$ cat config.mk
export PLATFORM = sky130hd
export DESIGN_NAME = rc_channel_frame_packer
export DESIGN_NICKNAME = d
export VERILOG_FILES = /design/src/rtl/core/rcfp_pkg.sv /design/src/rtl/core/rcfp_scale.sv /design/src/rtl/core/rc_channel_frame_packer.sv
export SDC_FILE = /design/constraint.sdc
export NUM_CORES = 1
export LEC_CHECK = 0
export BUFFER_PORTS_ARGS = -buffer_cell sky130_fd_sc_hd__buf_2
export CAP_MARGIN = 10
export CELL_PAD_IN_SITES_DETAIL_PLACEMENT = 1
export CELL_PAD_IN_SITES_GLOBAL_PLACEMENT = 2
export CORE_MARGIN = 5
export CORE_UTILIZATION = 34
export CTS_CLUSTER_SIZE = 25
export DETAILED_ROUTE_END_ITERATION = 6
export PLACE_DENSITY = 0.72
export SLEW_MARGIN = 15
export SYNTH_ARGS = -nofsm -noshare
export SYNTH_HDL_FRONTEND = slang
export SYNTH_SLANG_ARGS = --single-unit
export TNS_END_PERCENT = 10
$ cat constraint.sdc
create_clock -name aclk -period 8.2 [get_ports aclk]
set_clock_uncertainty 0.05 [all_clocks]
set_input_delay 0.82 -clock aclk [delete_from_list [all_inputs] [get_ports aclk]]
set_output_delay 0.82 -clock aclk [all_outputs]
set_load 0.05 [all_outputs]
$ cat src/rtl/core/rcfp_pkg.sv
package rcfp_pkg;

    // frame geometry
    localparam int CHANNEL_COUNT = 16;
    localparam int CHANNEL_BITS  = 11;

    // input and scaling widths
    localparam int IN_W        = 12;
    localparam int MID_VALUE   = 992;
    localparam int SAT_LIMIT   = ((2 * MID_VALUE) < ((1 << CHANNEL_BITS) - 1)) ?
                                 (2 * MID_VALUE) : ((1 << CHANNEL_BITS) - 1);
    localparam int RECIP_MUL   = 52429;     // ceil(2^18 / 5)
    localparam int RECIP_SHIFT = 18;
    localparam int MAG4_W      = IN_W + 2;
    localparam int MUL_W       = MAG4_W + 16;
    localparam int QUOT_W      = 11;
    localparam int SUM_W       = 13;

    // packing
    localparam int DATA_BYTES = (CHANNEL_COUNT * CHANNEL_BITS + 7) / 8;
    localparam int ACC_W      = CHANNEL_BITS + 7;
    localparam int HELD_W     = $clog2(CHANNEL_BITS + 8);
    localparam int CNT_W      = (CHANNEL_COUNT > 1) ? $clog2(CHANNEL_COUNT) : 1;
    localparam logic [7:0] LEN_BASE = 8'((2 + DATA_BYTES) % 256);

    // configuration register indexes
    localparam logic [1:0] CFG_SWITCH_ARMING  = 2'd0;
    localparam logic [1:0] CFG_DEVICE_ADDRESS = 2'd1;
    localparam logic [1:0] CFG_FRAME_TYPE     = 2'd2;
    localparam logic [1:0] CFG_CRC_POLYNOMIAL = 2'd3;

    // crc-8, msb first, one byte
    function automatic logic [7:0] crc8_byte(input logic [7:0] crc,
                                             input logic [7:0] data,
                                             input logic [7:0] poly);
        logic [7:0] c;
        c = crc ^ data;
        for (int k = 0; k < 8; k++) begin
            c = c[7] ? ((c << 1) ^ poly) : (c << 1);
        end
        return c;
    endfunction

endpackage

$ cat src/rtl/core/rcfp_scale.sv
module rcfp_scale
    import rcfp_pkg::*;
(
    input  logic signed [IN_W-1:0]   channel_value,
    output logic [CHANNEL_BITS-1:0]  scaled
);

    logic                     neg;
    logic [IN_W-1:0]          mag;
    logic [MUL_W-1:0]         prod;
    logic [QUOT_W-1:0]        quot;
    logic signed [SUM_W-1:0]  sum;
    logic [SUM_W-2:0]         sat;

    // |4v| / 5 by reciprocal multiply, exact over the input range
    always_comb begin
        neg  = channel_value[IN_W-1];
        mag  = neg ? IN_W'(-channel_value) : IN_W'(channel_value);
        prod = MUL_W'({mag, 2'b00}) * MUL_W'(RECIP_MUL);
        quot = prod[RECIP_SHIFT +: QUOT_W];
        sum  = neg ? (SUM_W'(MID_VALUE) - SUM_W'(quot))
                   : (SUM_W'(MID_VALUE) + SUM_W'(quot));
        if (sum < 0) begin
            sat = '0;
        end else if (sum > $signed(SUM_W'(SAT_LIMIT))) begin
            sat = (SUM_W-1)'(SAT_LIMIT);
        end else begin
            sat = sum[SUM_W-2:0];
        end
        scaled = CHANNEL_BITS'(sat);
    end

endmodule

$ cat src/rtl/core/rc_channel_frame_packer.sv
// Packs one signed rc channel per input transfer into a serial frame: the value is scaled
// by 4/5 (truncating toward zero), centered on 992, saturated to 0..1984 and appended
// lsb-first as an 11-bit field. The first channel of a frame is preceded by the address,
// length and type bytes; the last one is followed by any zero-padded partial byte, an
// armed byte of 1 when switch_arming is set, and a crc-8 over the type through armed bytes.
// Bytes leave one per cycle, when m_ready does not stall the output, through a single
// output register; an item causes 1 or 2 bytes for middle channels and up to 4 for the
// first and last channel, with the next item taken in the cycle its predecessor's last
// byte is sent. Input holds one registered item ahead of the byte sequencer.
// Configuration writes take effect at the next clock edge.
module rc_channel_frame_packer
    import rcfp_pkg::*;
(
    input  logic                    aclk,
    input  logic                    aresetn,

    input  logic                    cfg_wr_en,
    input  logic [1:0]              cfg_addr,
    input  logic [7:0]              cfg_data,

    input  logic                    s_valid,
    output logic                    s_ready,
    input  logic signed [IN_W-1:0]  s_channel_value,

    output logic                    m_valid,
    input  logic                    m_ready,
    output logic [7:0]              m_out_byte,
    output logic                    m_last_of_item,
    output logic                    m_last_of_frame
);

    // byte sequencer states
    localparam logic [2:0] ST_ADDR = 3'd0;
    localparam logic [2:0] ST_LEN  = 3'd1;
    localparam logic [2:0] ST_TYPE = 3'd2;
    localparam logic [2:0] ST_DATA = 3'd3;
    localparam logic [2:0] ST_PART = 3'd4;
    localparam logic [2:0] ST_ARM  = 3'd5;
    localparam logic [2:0] ST_CRC  = 3'd6;

    // configuration registers
    logic        sw_arm_reg;
    logic [7:0]  dev_addr_reg;
    logic [7:0]  frame_type_reg;
    logic [7:0]  crc_poly_reg;

    // input stage
    logic                     in_valid_reg, in_valid_next;
    logic [CHANNEL_BITS-1:0]  in_val_reg;
    logic [CHANNEL_BITS-1:0]  scaled;

    // sequencer state
    logic                     active_reg, active_next;
    logic [2:0]               state_reg, state_next;
    logic [2:0]               state_next_sel;
    logic                     item_last_reg, item_last_next;
    logic [ACC_W-1:0]         acc_reg, acc_next;
    logic [HELD_W-1:0]        held_reg, held_next;
    logic [7:0]               crc_reg, crc_next;
    logic [CNT_W-1:0]         cnt_reg, cnt_next;

    // output register
    logic                     m_valid_reg, m_valid_next;
    logic [7:0]               m_byte_reg, m_byte_next;
    logic                     m_loi_reg, m_loi_next;
    logic                     m_lof_reg, m_lof_next;

    // per-cycle decode
    logic                     emit;
    logic                     load;
    logic [7:0]               byte_sel;
    logic                     covered;
    logic                     item_done;
    logic                     frame_done;
    logic [HELD_W-1:0]        held_dec;

    rcfp_scale u_scale (
        .channel_value (s_channel_value),
        .scaled        (scaled)
    );

    // configuration port, no read-back
    always_ff @(posedge aclk) begin
        if (!aresetn) begin
            sw_arm_reg     <= 1'b0;
            dev_addr_reg   <= 8'd238;
            frame_type_reg <= 8'd22;
            crc_poly_reg   <= 8'd213;
        end else if (cfg_wr_en) begin
            unique case (cfg_addr)
                CFG_SWITCH_ARMING:  sw_arm_reg     <= cfg_data[0];
                CFG_DEVICE_ADDRESS: dev_addr_reg   <= cfg_data;
                CFG_FRAME_TYPE:     frame_type_reg <= cfg_data;
                CFG_CRC_POLYNOMIAL: crc_poly_reg   <= cfg_data;
                default: ;
            endcase
        end
    end

    // a byte leaves whenever the output register is free or being drained
    assign emit     = active_reg && (!m_valid_reg || m_ready);
    assign held_dec = held_reg - HELD_W'(8);

    // byte selection for the current sequencer state
    always_comb begin
        byte_sel   = 8'd0;
        covered    = 1'b0;
        item_done  = 1'b0;
        frame_done = 1'b0;
        state_next = state_reg;
        unique case (state_reg)
            ST_ADDR: begin
                byte_sel   = dev_addr_reg;
                state_next = ST_LEN;
            end
            ST_LEN: begin
                byte_sel   = LEN_BASE + 8'(sw_arm_reg);
                state_next = ST_TYPE;
            end
            ST_TYPE: begin
                byte_sel   = frame_type_reg;
                covered    = 1'b1;
                state_next = ST_DATA;
            end
            ST_DATA: begin
                byte_sel = acc_reg[7:0];
                covered  = 1'b1;
                // stay while a full byte remains, else wrap up the item
                if (held_dec >= HELD_W'(8)) begin
                    state_next = ST_DATA;
                end else if (!item_last_reg) begin
                    item_done  = 1'b1;
                end else if (held_dec != '0) begin
                    state_next = ST_PART;
                end else if (sw_arm_reg) begin
                    state_next = ST_ARM;
                end else begin
                    state_next = ST_CRC;
                end
            end
            ST_PART: begin
                byte_sel   = acc_reg[7:0];
                covered    = 1'b1;
                state_next = sw_arm_reg ? ST_ARM : ST_CRC;
            end
            ST_ARM: begin
                byte_sel   = 8'd1;
                covered    = 1'b1;
                state_next = ST_CRC;
            end
            ST_CRC: begin
                byte_sel   = crc_reg;
                item_done  = 1'b1;
                frame_done = 1'b1;
            end
            default: begin
                byte_sel = 8'd0;
            end
        endcase
    end

    // next item enters as soon as the current one sends its last byte
    assign load    = in_valid_reg && (!active_reg || (emit && item_done));
    assign s_ready = !in_valid_reg || load;

    always_comb begin
        in_valid_next  = in_valid_reg;
        active_next    = active_reg;
        item_last_next = item_last_reg;
        acc_next       = acc_reg;
        held_next      = held_reg;
        crc_next       = crc_reg;
        cnt_next       = cnt_reg;
        m_valid_next   = m_valid_reg;
        m_byte_next    = m_byte_reg;
        m_loi_next     = m_loi_reg;
        m_lof_next     = m_lof_reg;

        if (s_valid && s_ready) begin
            in_valid_next = 1'b1;
        end else if (load) begin
            in_valid_next = 1'b0;
        end

        if (m_ready) begin
            m_valid_next = 1'b0;
        end

        if (emit) begin
            m_valid_next = 1'b1;
            m_byte_next  = byte_sel;
            m_loi_next   = item_done;
            m_lof_next   = frame_done;

            if (state_reg == ST_ADDR) begin
                crc_next = 8'd0;
            end else if (covered) begin
                crc_next = crc8_byte(crc_reg, byte_sel, crc_poly_reg);
            end

            if (state_reg == ST_DATA) begin
                acc_next  = acc_reg >> 8;
                held_next = held_dec;
            end else if (state_reg == ST_PART || frame_done) begin
                acc_next  = '0;
                held_next = '0;
            end

            if (frame_done) begin
                crc_next = 8'd0;
            end

            if (item_done) begin
                active_next = 1'b0;
            end
        end

        // merge the new channel field above the leftover bits
        if (load) begin
            active_next    = 1'b1;
            acc_next       = acc_next | (ACC_W'(in_val_reg) << held_next);
            held_next      = held_next + HELD_W'(CHANNEL_BITS);
            item_last_next = (cnt_reg == CNT_W'(CHANNEL_COUNT - 1));
            cnt_next       = item_last_next ? '0 : cnt_reg + CNT_W'(1);
        end
    end

    always_comb begin
        if (load) begin
            state_next_sel = (cnt_reg == '0) ? ST_ADDR : ST_DATA;
        end else if (emit) begin
            state_next_sel = state_next;
        end else begin
            state_next_sel = state_reg;
        end
    end

    // control state
    always_ff @(posedge aclk) begin
        if (!aresetn) begin
            in_valid_reg  <= 1'b0;
            active_reg    <= 1'b0;
            state_reg     <= ST_ADDR;
            item_last_reg <= 1'b0;
            acc_reg       <= '0;
            held_reg      <= '0;
            crc_reg       <= 8'd0;
            cnt_reg       <= '0;
            m_valid_reg   <= 1'b0;
        end else begin
            in_valid_reg  <= in_valid_next;
            active_reg    <= active_next;
            state_reg     <= state_next_sel;
            item_last_reg <= item_last_next;
            acc_reg       <= acc_next;
            held_reg      <= held_next;
            crc_reg       <= crc_next;
            cnt_reg       <= cnt_next;
            m_valid_reg   <= m_valid_next;
        end
    end

    // payload registers
    always_ff @(posedge aclk) begin
        if (s_valid && s_ready) begin
            in_val_reg <= scaled;
        end
        m_byte_reg <= m_byte_next;
        m_loi_reg  <= m_loi_next;
        m_lof_reg  <= m_lof_next;
    end

    assign m_valid         = m_valid_reg;
    assign m_out_byte      = m_byte_reg;
    assign m_last_of_item  = m_loi_reg;
    assign m_last_of_frame = m_lof_reg;

    // the crc byte always closes the item as well
    assert property (@(posedge aclk) disable iff (!aresetn)
        m_valid && m_last_of_frame |-> m_last_of_item)
        else $error("frame end without item end");

    // no bits may be left over when the crc goes out
    assert property (@(posedge aclk) disable iff (!aresetn)
        active_reg && state_reg == ST_CRC |-> held_reg == '0)
        else $error("bits pending at crc");

    // the accumulator never holds more bits than it is wide
    assert property (@(posedge aclk) disable iff (!aresetn)
        held_reg <= HELD_W'(ACC_W))
        else $error("bit count overflow");

    // a stalled input stage always holds an item
    assert property (@(posedge aclk) disable iff (!aresetn)
        !s_ready |-> in_valid_reg && active_reg)
        else $error("input stalled with nothing pending");

endmodule

==> flow_summary.toml, run 1 <==
[timing]
slew_headroom_pct = 21.14
hold_violations = 0
final_critical_period_ns = 7.814
fin_tns_setup_ns = 0
finalMaxSlewViolations = 0
fin_crit_sh_pct = 95.29
achievable-frequency_ghz = 0.1280
timing.final.setup_violations = 0
max_slew.worst_pin.slew_ns = 1.150

[grt]
grt_pass1_vias = 8864
wire_length_of_the_first_global_routing_pass_um = 47320
initial_antenna_violation_count = 1
largest_net_degree_at_the_start_of_global_routing = 63
grt_overflow_total = 0
grtUsageTotal_pct = 17.40

[clock_network]
cts_tree = "done"
cts_made_buffers = 9
worst_setup_hold_path_clk_slew_ns = 0.06
clock_sinks = 88
clock_latency_ns = 0.35
cts-root-buf = "clkbuf_16"
clock_tree.buffer_depth = 2
cts.htree.levels = 3

[cells_and_area]
drive_above_1_share_pct = 11.09
diodes = 0
ff_latch_area_um2 = 1972
multi_input_area_um2 = 7242
number_of_nets_in_the_layout = 1388
area_growth_syn_to_layout_pct = 9.541
largest_reg_flops = 18
fillCellCount = 3460

[die]
die_height_um = 180.9
core.rowCount = 62
floorplan.die.width_um = 180.9
io-pin-count = 39
die_area_um2 = 32710
core_um2 = 28780
initial_core_util_pct = 34.49

[critical_path]
critical-path-top-cell-by-count = "inv_1"
crit_path_max_fanout = 6
critical_path_required_ns = 8.25
max_stage_delay_cell_worst_path = "or4_1"
worstPathArrival_ns = 7.87
setup.worst_path.end_class = "flop"
worstSetupStartpoint = "s_channel_value[5]"
r2r-start = "state_reg[2]"
critPathLaunchType = "input port"
crit_path_category = "in2reg"
slowest_delay_ns = 0.55

[run_status]
run_status = "finished with violations"
violations = "design-rule violations"

[synthesis]
synth_cells = 1226
number_of_warnings_issued_by_yosys = 0
most_used_standard_cell_by_instance_count_after_synthesis = "nand2_1"
synth.cells.most_frequent = "177 x nand2_1, 124 x inv_1, 80 x ha_1"
synth-edff-count = 21
asyncSetResetFlopFracSynth_pct = 0
synth.avg_cell_area_um2 = 8.097
synth_nets = 1375
synthDominantCellAreaShare_pct = 13.51
syn-cell-area_um2 = 9927
synth-main-ff-cell = "dfxtp_1"
synth.largest_area_cell = "dfxtp_1"
ys_ff_latch = 88
synth.yosys.seq_area_share_pct = 19.86
synth.distinct_cells = 99
top_area_cells_in_the_synthesized_netlist = "dfxtp_1 14%, ha_1 10%, fa_1 8.5%"

[drt]
drcViolationCount = 6
avgRoutedWirePerCell_um = 17.63
drt_iter0_drc = 467
totalWireLength_um = 28700
post_drt_via_cell_ratio = 5.337
detail-route-antenna-nets = 0
number_of_iterations_in_the_first_detailed_routing_pass = 7
via_count = 8688

[placed_design]
gpl.final_weighted_congestion = 0.8003
buffer_ports.inserted = 38
dp_hpwl_um = 22850

[job]
number_of_maximum_capacitance_violations = 0

[min_path]
hold_path_class = "reg2reg"
worst_hold_startpoint = "dev_addr_reg[1]"
-- per-stage QoR --
step	hold slack (ns)	area [um^2]	setup WS (ns)	util (%)	instances
5_1_grt	0.4438	10870	-0.01268	37.78	1628
3_5_place_dp	0.4035	10530	-0.2471	36.60	1611
4_1_cts	0.4191	10810	0.1001	37.57	1627
2_1_floorplan	0.3851	9955	0.07362	-	1226
6_report	0.4120	10870	0.3858	37.78	1628
3_3_place_gp	0.3989	10530	-0.01878	36.60	1611
-- cell usage in the layout, fill, tap and decap left out, types with 15 or more instances in the layout --
| master | n |
|---|---|
| nand2_1 | 177 |
| inv_1 | 124 |
| ha_1 | 80 |
| dfxtp_1 | 67 |
| a21oi_1 | 62 |
| o21ai_0 | 59 |
| nor2_1 | 46 |
| xnor2_1 | 43 |
| fa_1 | 42 |
| buf_2 | 38 |
| nand3_1 | 37 |
| mux2i_1 | 33 |
| nor2b_1 | 31 |
| buf_4 | 31 |
| edfxtp_1 | 21 |
| and2_1 | 17 |
| xor2_1 | 15 |
-- logic make-up after synthesis --
| group | after synthesis | share of synthesized area [%] |
|---|---|---|
| buffers and inverters | 194 | 7.991 |
| muxes | 43 | 4.613 |
| DFF | 88 | 19.86 |
| xor gates and xnor gates | 68 | 6.983 |
| AOI/OAI and AO/OA | 303 | 21.48 |
| and+or+nand+nor | 408 | 20.52 |
| adders and majority gates | 122 | 18.55 |
-- path summary, 6_finish.rpt --
path | end | slack [ns] | cells past startpoint
max | in_val_reg[3] | 0.39 | 31
min | dev_addr_reg[1] | 0.41 | 2
max reg2reg | crc_reg[1] | 2.28 | 14
min reg2reg | dev_addr_reg[1] | 0.41 | 2
-- repair_timing --
| action | in CTS | in global routing |
|---|---|---|
| hold buffers | 0 | 0 |
| gates resized for setup | 0 | 10 |
| hold endpoints to repair | 0 | 0 |
| buffers inserted | 0 | 1 |
| setup endpoints to repair | 0 | 9 |
-- layout make-up --
type,count,area share [%]
clock buffer,14,2.451
clock inverter,2,0.1266
inverter,127,4.384
multi-input combinational,944,66.60
sequential,88,18.13
tap,384,4.418
timing repair buffer,69,3.889
-- critical path: cells and delay by family --
| family | cells | cell delay (ns) |
|---|---|---|
| adders and majority gates | 5 | 2.30 |
| xor gates and xnor gates | 3 | 0.46 |
| AOI/OAI and AO/OA | 8 | 1.36 |
| and+or+nand+nor | 7 | 2.08 |
| buffers and inverters | 8 | 0.84 |
-- per-layer routing --
metal / vias to the layer above / wire [um] / track usage (%)
li1: 4333 / - / -
met3: 11 / 565 / 2.252
met5: - / 9 / 0
met1: 4263 / 14010 / 23.66
met2: 79 / 13960 / 30.46
met4: 2 / 151 / 2.087
Power of run 1 is not shown: default switching activity piles up to over one toggle a cycle in this logic, so the estimate is an artifact.
==> inputs of run 2 (changes only) <==
- CTS_BUF_LIST: unset -> sky130_fd_sc_hd__clkbuf_4 sky130_fd_sc_hd__clkbuf_8
==> run 2 against run 1 <==
Compared with the run above:
- routed wire length decreased by 0.70%
- non-clock buffer count unchanged
- critical path type unchanged
- count of clock-buffer cells in the layout decreased by 1
- the flow now finishes without violations
- fmax increased by 1.1%
- via count decreased by 0.28%
- largest cell class unchanged
- sequential share of layout area increased by 0.18 points
- utilization decreased by 0.37 points
- setup slack improved by 0.089 ns
- critical path depth unchanged
- first-iteration DRC count increased by 3.4%
==> flow_summary.toml, run 2 (synthesis gave the netlist of run 1 again) <==
[cells_and_area]
number_of_nets_in_the_layout = 1388
diodes = 0
final_cell_mix = "177 x nand2_1, 124 x inv_1, 80 x ha_1"
drive_above_1_share_pct = 11.09
finish.utilization_pct = 37.42
largest_reg_flops = 18
area_growth_syn_to_layout_pct = 8.483
layoutNonFillerInstCount = 1628
final_common_cell = "nand2_1"

[clock_network]
clock_latency_ns = 0.38
cts_tree = "done"
clock_sinks = 88
clock_tree.buffer_depth = 2
cts.htree.levels = 3
cts_hold_buffers = 0
worst_setup_hold_path_clk_slew_ns = 0.09
cts-root-buf = "clkbuf_8"
cts_made_buffers = 9

[die]
io-pin-count = 39
die_area_um2 = 32710
floorplan.die.width_um = 180.9
die_height_um = 180.9
core_um2 = 28780
core.rowCount = 62
initial_core_util_pct = 34.49

[critical_path]
crit_path_max_fanout = 6
r2r_end = "crc_reg[1]"
slowest_delay_ns = 0.54
critical_path_required_ns = 8.29
r2r-start = "state_reg[2]"
crit_path_category = "in2reg"
max_stage_delay_cell_worst_path = "fa_1"
critPathLaunchType = "input port"
worstPathArrival_ns = 7.81
setup.worst_path.end_class = "flop"
worstRegToRegCells = 14
ff2ff_setup_slack_ns = 2.30
critical-path-top-cell-by-count = "inv_1"

[grt]
wire_length_of_the_first_global_routing_pass_um = 47190
grt_overflow_total = 0
largest_net_degree_at_the_start_of_global_routing = 63
grt_pass1_vias = 8832
initial_antenna_violation_count = 1
grtUsageTotal_pct = 17.37

[min_path]
hold_path_class = "reg2reg"
min_delay_path_depth = 2
worst_hold_startpoint = "dev_addr_reg[1]"
timing.hold.worst_endpoint = "dev_addr_reg[1]"

[drt]
drt_iter0_drc = 483
detail-route-antenna-nets = 0
via_count = 8664
avgRoutedWirePerCell_um = 17.50
number_of_iterations_in_the_first_detailed_routing_pass = 4
totalWireLength_um = 28500
drcViolationCount = 0
post_drt_via_cell_ratio = 5.322

[run_status]
run_status = "completed"

[placed_design]
buffer_ports.inserted = 38
placed_insts = 1611
gpl.final_weighted_congestion = 0.8003
dp_hpwl_um = 22850

[timing]
rsz_0062_raised_after_global_routing = "no"
final_critical_period_ns = 7.725
max_slew.worst_pin.slew_ns = 1.146
finalMaxSlewViolations = 0
achievable-frequency_ghz = 0.1294
fin_crit_sh_pct = 94.21
fin_tns_setup_ns = 0
slew_headroom_pct = 21.40
timing.final.setup_violations = 0
hold_violations = 0

[job]
number_of_maximum_capacitance_violations = 0
[run 2: cell types whose count changed in the layout (fill, tap and decap cells not counted), sizes merged]
| cell | change |
|---|---|
| bufinv | +1 |
| clkbuf | -1 |
[run 2: cell type report]
class,count,area (um^2)
flip-flops and latches,88,1972
inverters,127,476.7
clock buffers,13,153.9
clock inverters,3,43.79
repair buffers,69,422.9
fillers,3478,18010
multi-input cells,944,7219
well taps,384,480.5
[run 2: metrics by stage]
stage	hold slack, ns	instance area, um^2	setup WS, ns
after floorplan	0.3851	9955	0.07362
after global placement	0.3989	10530	-0.01878
after detailed placement	0.4035	10530	-0.2471
after CTS	0.4226	10730	0.1496
after global routing	0.4475	10770	0.02298
final	0.4157	10770	0.4745
[run 2: critical path: cells and delay by family]
kind / cells / cell delay (ns)
adders and majority gates: 5 / 2.30
and+or+nand+nor: 7 / 2.05
xor gates and xnor gates: 3 / 0.48
AOI/OAI and AO/OA: 8 / 1.33
buffers and inverters: 8 / 0.83
[run 2: worst max-delay path by stage]
stage                            start       endpoint  slack, ns
detailed placement  s_channel_value[5]  in_val_reg[3]      -0.25
global placement    s_channel_value[5]  in_val_reg[1]      -0.02
global route        s_channel_value[5]  in_val_reg[3]       0.02
floorplan           s_channel_value[5]  in_val_reg[0]       0.07
CTS                 s_channel_value[5]  in_val_reg[3]       0.15
finish              s_channel_value[5]  in_val_reg[3]       0.47
[run 2: repair_timing]
item	4_1_cts	5_1_grt
setup endpoints to repair	0	7
resized for setup	0	7
buffers inserted	0	1
[run 2: layer usage]
metal	GRT usage, %	wire (um)	vias to the layer above
met5	0	9	-
met4	2.178	157	2
met3	2.252	576	12
met2	30.36	13920	67
met1	23.62	13830	4252
li1	-	-	4331
Power of run 2 is left out for the same reason.
